### src/sv/plm_pkg.sv
`default_nettype none
package plm_pkg;

  localparam int MAX_RULES_DEF      = 16;
  localparam int MAX_PREFIX_LEN_DEF = 64;

  localparam int TYPE_W = 2;
  localparam int SLOT_W = 4;
  localparam int CPOS_W = 6;
  localparam int BYTE_W = 8;
  localparam int LEN_W  = 7;
  localparam int CNT_W  = 5;
  // slot number carried along the chain, wide enough for 256 rules
  localparam int IDX_W  = 8;

  localparam logic [BYTE_W-1:0] SLASH   = 8'h2F;
  localparam logic [LEN_W-1:0]  POS_MAX = 7'd127;

  typedef enum logic [TYPE_W-1:0] {
    REQ_WR_BYTE   = 2'd0,
    REQ_SET_LEN   = 2'd1,
    REQ_PATH_BYTE = 2'd2,
    REQ_END       = 2'd3
  } req_e;

  typedef enum logic [1:0] {
    ST_IDLE,
    ST_EVAL,
    ST_SCAN,
    ST_DONE
  } state_e;

  // broadcast from the controller to every rule cell
  typedef struct packed {
    logic              byte_we;
    logic              len_we;
    logic [SLOT_W-1:0] slot;
    logic [CPOS_W-1:0] char_pos;
    logic [BYTE_W-1:0] data;
    logic [LEN_W-1:0]  wr_len;
    logic              path_rd;
    logic              end_rd;
    logic [LEN_W-1:0]  pos;
    logic              cmp_v;
    logic [BYTE_W-1:0] cmp_byte;
    logic              eval;
    logic [CNT_W-1:0]  count;
  } bcast_t;

  // best match so far, passed from cell to cell
  typedef struct packed {
    logic             found;
    logic [IDX_W-1:0] idx;
    logic [LEN_W-1:0] len;
  } best_t;

endpackage
`default_nettype wire

### src/sv/plm_ram.sv
`default_nettype none
module plm_ram #(
  parameter int WIDTH = 8,
  parameter int DEPTH = 64
) (
  input  wire logic                                  clk_i,
  input  wire logic                                  we_i,
  input  wire logic [(DEPTH > 1 ? $clog2(DEPTH) : 1)-1:0] waddr_i,
  input  wire logic [WIDTH-1:0]                      wdata_i,
  input  wire logic                                  re_i,
  input  wire logic [(DEPTH > 1 ? $clog2(DEPTH) : 1)-1:0] raddr_i,
  output logic      [WIDTH-1:0]                      rdata_o
);

  logic [WIDTH-1:0] mem_q [DEPTH];

  always_ff @(posedge clk_i) begin
    if (we_i) begin
      mem_q[waddr_i] <= wdata_i;
    end
    if (re_i) begin
      rdata_o <= mem_q[raddr_i];
    end
  end

endmodule
`default_nettype wire

### src/sv/plm_cell.sv
`default_nettype none
module plm_cell #(
  parameter int IDX            = 0,
  parameter int MAX_PREFIX_LEN = 64
) (
  input  wire logic            clk_i,
  input  wire logic            rst_ni,
  input  wire plm_pkg::bcast_t bc_i,
  input  wire plm_pkg::best_t  best_i,
  output plm_pkg::best_t       best_o
);
  import plm_pkg::*;

  localparam int AW = MAX_PREFIX_LEN > 1 ? $clog2(MAX_PREFIX_LEN) : 1;

  logic [LEN_W-1:0]  len_q;
  logic              eq_q;
  logic              sl_q;
  logic              lt_q;
  logic              at_q;
  logic              cand_q;
  best_t             best_q;

  logic              we;
  logic              re;
  logic [AW-1:0]     waddr;
  logic [AW-1:0]     raddr;
  logic [BYTE_W-1:0] rdata;
  logic              ok;
  best_t             best_d;

  always_comb begin
    we    = bc_i.byte_we && (int'(bc_i.slot) == IDX);
    re    = bc_i.path_rd || bc_i.end_rd;
    waddr = AW'(bc_i.char_pos);
    // end marker reads the last prefix byte, a path byte the current one
    raddr = bc_i.end_rd ? AW'(len_q - LEN_W'(1)) : AW'(bc_i.pos);
  end

  plm_ram #(
    .WIDTH (BYTE_W),
    .DEPTH (MAX_PREFIX_LEN)
  ) u_ram (
    .clk_i   (clk_i),
    .we_i    (we),
    .waddr_i (waddr),
    .wdata_i (bc_i.data),
    .re_i    (re),
    .raddr_i (raddr),
    .rdata_o (rdata)
  );

  // position flags sampled with the read; the compare is done in the cycle after it
  always_ff @(posedge clk_i) begin
    if (bc_i.path_rd) begin
      lt_q <= bc_i.pos < len_q;
      at_q <= bc_i.pos == len_q;
    end
  end

  always_comb begin
    ok = (int'(bc_i.count) > IDX) && eq_q && (bc_i.pos >= len_q) &&
         (((len_q != '0) && (rdata == SLASH)) || (bc_i.pos == len_q) || sl_q);
    best_d = best_i;
    if (cand_q && (len_q >= best_i.len)) begin
      best_d.found = 1'b1;
      best_d.idx   = IDX_W'(IDX);
      best_d.len   = len_q;
    end
  end

  always_ff @(posedge clk_i or negedge rst_ni) begin
    if (!rst_ni) begin
      len_q  <= '0;
      eq_q   <= 1'b1;
      sl_q   <= 1'b0;
      cand_q <= 1'b0;
      best_q <= '0;
    end else begin
      if (bc_i.len_we && (int'(bc_i.slot) == IDX)) begin
        len_q <= bc_i.wr_len;
      end
      if (bc_i.cmp_v) begin
        if (lt_q && (rdata != bc_i.cmp_byte)) begin
          eq_q <= 1'b0;
        end
        if (at_q) begin
          sl_q <= bc_i.cmp_byte == SLASH;
        end
      end
      if (bc_i.eval) begin
        cand_q <= ok;
        eq_q   <= 1'b1;
        sl_q   <= 1'b0;
      end
      best_q <= best_d;
    end
  end

  assign best_o = best_q;

endmodule
`default_nettype wire

### config.mk
export PLATFORM = sky130hd
export DESIGN_NAME = plm_cell
export DESIGN_NICKNAME = d
export VERILOG_FILES = /design/src/sv/plm_pkg.sv /design/src/sv/plm_ram.sv /design/src/sv/plm_cell.sv
export SDC_FILE = /design/constraint.sdc
export NUM_CORES = 1
export LEC_CHECK = 0
export ABC_AREA = 1
export ABC_CLOCK_PERIOD_IN_PS = 4250
export BUFFER_PORTS_ARGS = -buffer_cell sky130_fd_sc_hd__buf_2
export CORE_MARGIN = 2
export CORE_UTILIZATION = 68
export CTS_BUF_LIST = sky130_fd_sc_hd__clkbuf_2
export DETAILED_ROUTE_END_ITERATION = 8
export PLACE_DENSITY = 0.86
export SKIP_CTS_REPAIR_TIMING = 1
export SLEW_MARGIN = 20
export SYNTH_ARGS = -nofsm -noshare
export SYNTH_HDL_FRONTEND = slang
export SYNTH_HIERARCHICAL = 1
export SYNTH_SLANG_ARGS = --single-unit
### constraint.sdc
create_clock -name clk_i -period 4.25 [get_ports clk_i]
set_input_delay 0.6375 -clock clk_i [delete_from_list [all_inputs] [get_ports clk_i]]
set_output_delay 0.6375 -clock clk_i [all_outputs]
set_load 0.05 [all_outputs]
==> results of run 1 <==
-- path summary, 6_finish.rpt --
check | start | end | slack (ns)
setup / recovery | len_q[0] | u_ram/rdata_o[6] | 0.98
hold / removal | bc_i[4] | cand_q | 0.07
setup reg to reg | len_q[0] | u_ram/rdata_o[6] | 0.98
hold reg to reg | eq_q | eq_q | 0.48
max in group asynchronous | rst_ni | sl_q | 3.67
min in group asynchronous | rst_ni | best_o[4] | 0.15
-- tightest hold or removal path: stages --
cell and delay (ns):
buf_2 0.08, nor3_1 0.03, nand2_1 0.05, nand3_1 0.06, inv_1 0.06, nand3_1 0.07, nand2_1 0.06
-- layer usage --
metal  wire length (um)  global-route usage  up-vias
li1                   -                   -     7521
met2              27800               0.513     1294
met1              20200               0.413     7855
met5                  0                   0        -
met3               7380              0.0840      219
met4               2620               0.178        0
-- layout by cell type, fill, tap and decap left out, types with 16 or more instances in the layout --
master,count
edfxtp_1,522
dfrtp_1,25
inv_1,49
buf_2,84
clkbuf_2,190
buf_4,33
nor2_1,85
ha_1,16
dlygate4sd3_1,29
clkinv_1,16
nand3_1,454
nand2_1,711
-- cell type report --
type / instances / share of cell area
Antenna cell: 1 / 0.0000988
Clock buffer: 190 / 0.0375
Clock inverter: 32 / 0.00983
Inverter: 54 / 0.00854
Multi-Input combinational cell: 1332 / 0.235
Sequential cell: 548 / 0.644
Tap cell: 448 / 0.0221
Timing Repair Buffer: 152 / 0.0426
-- power by group --
group / switching, mW / internal, mW / total [mW] / leakage (nW)
logic: 1.30 / 0.514 / 1.82 / 3.94
registers: 0.0507 / 5.96 / 6.01 / 5.00
clock network: 2.00 / 1.44 / 3.44 / 0.909
total: 3.35 / 7.91 / 11.3 / 9.85
-- through the flow --
stage / util / total power [mW] / hold slack (ns) / setup slack (ns)
floorplan: - / 7.36 / 0.342 / 1.59
global placement: 0.709 / 7.81 / 0.453 / 1.18
detailed placement: 0.709 / 7.86 / 0.468 / 1.03
CTS: 0.745 / 11.2 / -0.485 / 1.09
global route: 0.754 / 11.7 / 0.0149 / 0.798
finish: 0.754 / 11.3 / 0.0704 / 0.975
-- logic make-up after synthesis --
group / count (synthesis)
compound gates: 23
xor+xnor: 5
fa+ha+maj: 16
buf+inv: 170
flops: 548
simple gates: 1288
-- Yosys cell counts (3+ instances only) --
cell	count	area, sq um
edfxtp_1	522	15700
xnor2_1	5	43.8
o21ai_0	5	25.0
buf_2	39	195
nand4_1	9	56.3
buf_4	14	105
nand3_1	454	2270
dfrtp_1	25	626
nand2_1	711	2670
inv_1	50	188
nor2_2	7	43.8
ha_1	16	200
a21oi_1	11	55.1
buf_1	10	37.5
nor4_1	10	62.6
buf_6	36	405
nor2_1	85	319
clkbuf_1	15	56.3
a31oi_1	3	18.8
-- registers in the layout (all words and copies together), names as in the netlist --
register and cells:
u_ram/mem_q 512, best_o 16, u_ram/rdata_o 8, len_q 7, at_q 1, cand_q 1, eq_q 1, lt_q 1
sl_q 1
==> impl_metrics.csv, run 1 <==
group,metric,value,unit
run_status,outcome,"finished, final reports clean",
route,drc,0,
worst_setup_path,crit_path_max_incr_delay,0.70,ns
finish,regArea,16300,sq um
worst_setup_path,cp.arrival,4.15,ns
yosys,synth-xor-area-share,0.00188,
grt,grt_pass1_wl,87100,um
yosys,netlist_area,23300,sq um
sta,finalHoldViolations,0,
sta,finalClockSkew,0.0556,ns
grt,first_global_vias,16400,
sta,rsz0062_at_grt,"no",
worst_setup_path,critical_path_class,"flop to flop",
yosys,syn_area_per_cell,11.4,sq um
finish,fillCellCount,2097,
finish,final_area,25300,sq um
clock_tree,clk_pin_slew,0.10,ns
grt,antenna_found_initial,1,
yosys,ys_async_sr_fraction,0.0474,
sta,fin_crit,3.27,ns
die,core,33600,sq um
route,wl,58000,um
sta,worst_pin_slew,1.10,ns
clock_tree,numCtsBuffers,133,
finish,nets,2306,
finish,syn2layout_area_growth,8.81,%
hold_path,min_path_cells,7,
yosys,synth-seq-cells,548,
hold_path,hold_class,"input pin to flop",
worst_setup_path,ff2ff_path_depth,11,
yosys,synthMuxAreaShare,0,
grt,grt_max_degree,134,
route,via_count,16900,
route,viasPerCell,6.13,
yosys,syn_inst,2050,
die,start_util,0.693,
sta,slew_headroom,0.269,
placed_design,dp_hpwl,33400,um
yosys,synth_top_family_by_area,"simple AND/OR/NAND/NOR gates",
worst_setup_path,crit_cells,11,
grt,grtUsageTotal,0.323,
route,drt_first_pass_iters,8,
clock_tree,tritoncts,"built",
grt,grt_overflow,0,
yosys,synth_edf_count,522,
worst_setup_path,cp_num_buf_inv,2,
yosys,ys.flop_type,"edfxtp_1",
worst_setup_path,required,5.12,ns
flow_run,drv_cap,0,
sta,setup_viol,0,
worst_setup_path,end_kind,"flop",
route,drt-initial-drc-count,2288,
power_and_ir_drop,cellLeakagePower,9.85,nW
finish,multiInputGateArea,5950,sq um
yosys,synth-compound-area-share,0.00602,
yosys,ys.warnings.count,6,
die,die_h,189,um
clock_tree,cts_buffer_depth,3,
finish,layout-drive-gt1-share,0.154,
yosys,synth_fp_nets,2135,
route,route.antenna.remaining_nets,0,
clock_tree,htreeDepth,4,
placed_design,placed_cells,2505,
yosys,synth.distinct_cells,37,
sta,timing.fmax,0.305,GHz
clock_tree,cts_sinks,548,
clock_tree,insertion_delay,1.02,ns
die,fp-row-count,67,
worst_setup_path,slowest_stage,"buf_4",
power_and_ir_drop,vdd_drop_max,276,uV
worst_setup_path,worstPathMaxFanout,64,
worst_setup_path,cp_top_family,"simple AND/OR/NAND/NOR gates",
sta,fin_setup_tns,0,ns
die,io_pins,85,
worst_setup_path,critical_path.startpoint_type,"flop",
yosys,synthAdderAreaFrac,0.00860,
power_and_ir_drop,power.density,445,nW/um^2
route,wl_per_cell,21.0,um
worst_setup_path,path_cells,"inv_1 -> ha_1 -> or2_2 -> a31oi_4 -> buf_4 -> nand3_1 -> nand2_1 -> nand2_1 -> nand3_1 -> nand3_1 -> nand2_1",
placed_design,portBuffers,84,
die,die_w,189,um
sta,slew_violations,0,
die,die_area,35700,sq um
placed_design,placed_cell_area,23800,sq um
sta,fin_crit_sh,0.770,
finish,fin_cells,2757,
placed_design,routabilityCongestion,0.881,
yosys,synth-simple-area-share,0.237,
yosys,yosysSeqAreaShare,0.701,
clock_tree,cts-root-buf,"clkbuf_2",
Power figures use the tool's default switching activity.
==> inputs of run 2 (changes only) <==
--- a/config.mk
+++ b/config.mk
@@ -6,13 +6,13 @@
 export NUM_CORES = 1
 export LEC_CHECK = 0
 export ABC_AREA = 1
-export ABC_CLOCK_PERIOD_IN_PS = 4250
+export ABC_CLOCK_PERIOD_IN_PS = 3000
 export BUFFER_PORTS_ARGS = -buffer_cell sky130_fd_sc_hd__buf_2
 export CORE_MARGIN = 2
-export CORE_UTILIZATION = 68
+export CORE_UTILIZATION = 58
 export CTS_BUF_LIST = sky130_fd_sc_hd__clkbuf_2
 export DETAILED_ROUTE_END_ITERATION = 8
-export PLACE_DENSITY = 0.86
+export PLACE_DENSITY = 0.78
 export SKIP_CTS_REPAIR_TIMING = 1
 export SLEW_MARGIN = 20
 export SYNTH_ARGS = -nofsm -noshare
==> constraint.sdc (replaced) <==
create_clock -name clk_i -period 3 [get_ports clk_i]
set_input_delay 0.45 -clock clk_i [delete_from_list [all_inputs] [get_ports clk_i]]
set_output_delay 0.45 -clock clk_i [all_outputs]
set_load 0.05 [all_outputs]
==> run 2 against run 1 <==
Non-clock buffer count up 85. Die area up 17%. Design area up 3.8%. Largest power group unchanged. Count of clock-buffer cells in the layout down 11. Wire length up 1.0%. Largest cell class unchanged. Via count about the same. Clock power up 42%. Sequential share of layout area down 2.4 points. Combinational power up 47%. Fmax up 12%.
==> impl_metrics.csv, run 2 (synthesized netlist as in run 1, its figures left out) <==
group,metric,value,unit
placed_design,pre_cts_ws,0.0662,ns
worst_setup_path,path_cells,"inv_1 -> ha_1 -> o21ai_4 -> inv_6 -> buf_16 -> nand3_1 -> nand3_1 -> nand2_1 -> nand2_1 -> nand3_1 -> nand3_1 -> nand2_1",
clock_tree,cts_sinks,548,
clock_tree,cts-root-buf,"clkbuf_2",
flow_run,drv_cap,0,
sta,worst_pin_slew,0.762,ns
sta,timing.fmax,0.343,GHz
clock_tree,clk_pin_slew,0.11,ns
die,die_w,204,um
placed_design,routabilityCongestion,0.891,
die,core,39600,sq um
sta,fin_crit_sh,0.971,
run_status,outcome,"finished, final reports clean",
finish,largest_register_ffs,512,
clock_tree,tritoncts,"built",
power_and_ir_drop,vdd_drop_max,322,uV
clock_tree,numCtsBuffers,132,
sta,setup_viol,0,
worst_setup_path,cp_num_buf_inv,3,
power_and_ir_drop,power.total,16.1,mW
sta,slew_violations,0,
grt,grt_overflow,0,
finish,layout-drive-gt1-share,0.173,
placed_design,dp_hpwl,34600,um
worst_setup_path,required,3.80,ns
worst_setup_path,crit_top_cell,"nand3_1",
clock_tree,cts_buffer_depth,3,
clock_tree,htreeDepth,4,
finish,syn2layout_area_growth,13.0,%
route,viasPerCell,5.79,
worst_setup_path,cp_top_family,"simple AND/OR/NAND/NOR gates",
route,drt_first_pass_iters,8,
sta,fin_ws,0.0861,ns
route,via_count,16900,
power_and_ir_drop,cellLeakagePower,10.3,nW
worst_setup_path,end_kind,"flop",
die,die_area,41800,sq um
worst_setup_path,critical_path.startpoint_type,"flop",
sta,fin_setup_tns,0,ns
worst_setup_path,critical_path_class,"flop to flop",
placed_design,placed_cells,2647,
die,fp-row-count,73,
sta,rsz0062_at_grt,"no",
finish,final_cell_mix,"nand2_1, edfxtp_1, nand3_1, clkbuf_2, buf_4",
die,io_pins,85,
sta,slew_headroom,0.491,
grt,first_global_vias,16300,
clock_tree,insertion_delay,1.12,ns
finish,top_register,"u_ram/mem_q",
grt,grt_max_degree,95,
sta,fin_crit,2.91,ns
worst_setup_path,cp.arrival,3.71,ns
finish,layout_commonest_cell,"nand2_1",
placed_design,portBuffers,84,
grt,grt_pass1_wl,88400,um
worst_setup_path,worstPathMaxFanout,64,
hold_path,hold_class,"input pin to flop",
finish,nets,2390,
sta,finalClockSkew,0.0828,ns
grt,grtUsageTotal,0.280,
worst_setup_path,slowest_stage,"dfrtp_1",
worst_setup_path,crit_path_max_incr_delay,0.48,ns
route,route.antenna.remaining_nets,0,
route,drt-initial-drc-count,2196,
finish,fin_cells,2921,
grt,antenna_found_initial,1,
die,die_h,204,um
route,drc,0,
power_and_ir_drop,power.density,612,nW/um^2
route,wl,58600,um
sta,finalHoldViolations,0,
die,start_util,0.587,
route,wl_per_cell,20.1,um
run 2: cell count changes in the layout (fill, tap and decap cells not counted), moves of 2 or more:
cell / delta
clkinv_2: +3
clkbuf_2: -11
clkinv_4: -2
dlygate4sd3_1: +19
buf_12: +12
buf_4: +53
clkinv_1: +11
run 2: power by group:
part	internal, mW	leakage [nW]	switching (mW)
sequential	8.44	5.00	0.0707
clock	2.05	0.906	2.85
combinational	0.808	4.43	1.87
total	11.3	10.3	4.79
run 2: worst register-to-register path, cell delays in order, from the launching register on:
cell	delay, ns
dfrtp_1	0.48
inv_1	0.18
ha_1	0.37
o21ai_4	0.12
inv_6	0.21
buf_16	0.29
nand3_1	0.25
nand3_1	0.11
nand2_1	0.08
nand2_1	0.07
nand3_1	0.19
nand3_1	0.26
nand2_1	0.08
run 2: metrics by stage:
| step | hold slack [ns] | utilization | area (sq um) |
|---|---|---|---|
| 2_1_floorplan | 0.154 | - | 23300 |
| 3_3_place_gp | 0.449 | 0.620 | 24600 |
| 3_5_place_dp | 0.460 | 0.620 | 24600 |
| 4_1_cts | -0.689 | 0.651 | 25800 |
| 5_1_grt | 0.0152 | 0.664 | 26300 |
| 6_report | 0.0408 | 0.664 | 26300 |
run 2: path summary, 6_finish.rpt:
check,end,startpoint,cells past startpoint,slack [ns]
max,u_ram/rdata_o[7],len_q[0],12,0.09
min in group asynchronous,best_o[7],rst_ni,4,0.44
min,at_q,bc_i[18],6,0.04
min reg2reg,eq_q,eq_q,2,0.48
max reg2reg,u_ram/rdata_o[7],len_q[0],12,0.09
max in group asynchronous,len_q[1],rst_ni,4,2.34
run 2: area by class of cell:
type	count	area [sq um]
diodes	1	2.50
clock buffers	179	896
clock inverters	45	312
fillers	2844	13300
inverters	54	224
multi-input cells	1332	5950
flip-flops and latches	548	16300
well taps	525	657
repair buffers	237	1930
run 2: per-layer routing:
| layer | share of wire | vias up | global-route usage | routed length, um |
|---|---|---|---|---|
| li1 | - | 7696 | - | - |
| met1 | 0.38 | 8038 | 0.374 | 22400 |
| met2 | 0.48 | 1015 | 0.439 | 27800 |
| met3 | 0.11 | 154 | 0.0644 | 6230 |
| met4 | 0.037 | 0 | 0.134 | 2170 |
| met5 | 0 | - | 0 | 0 |
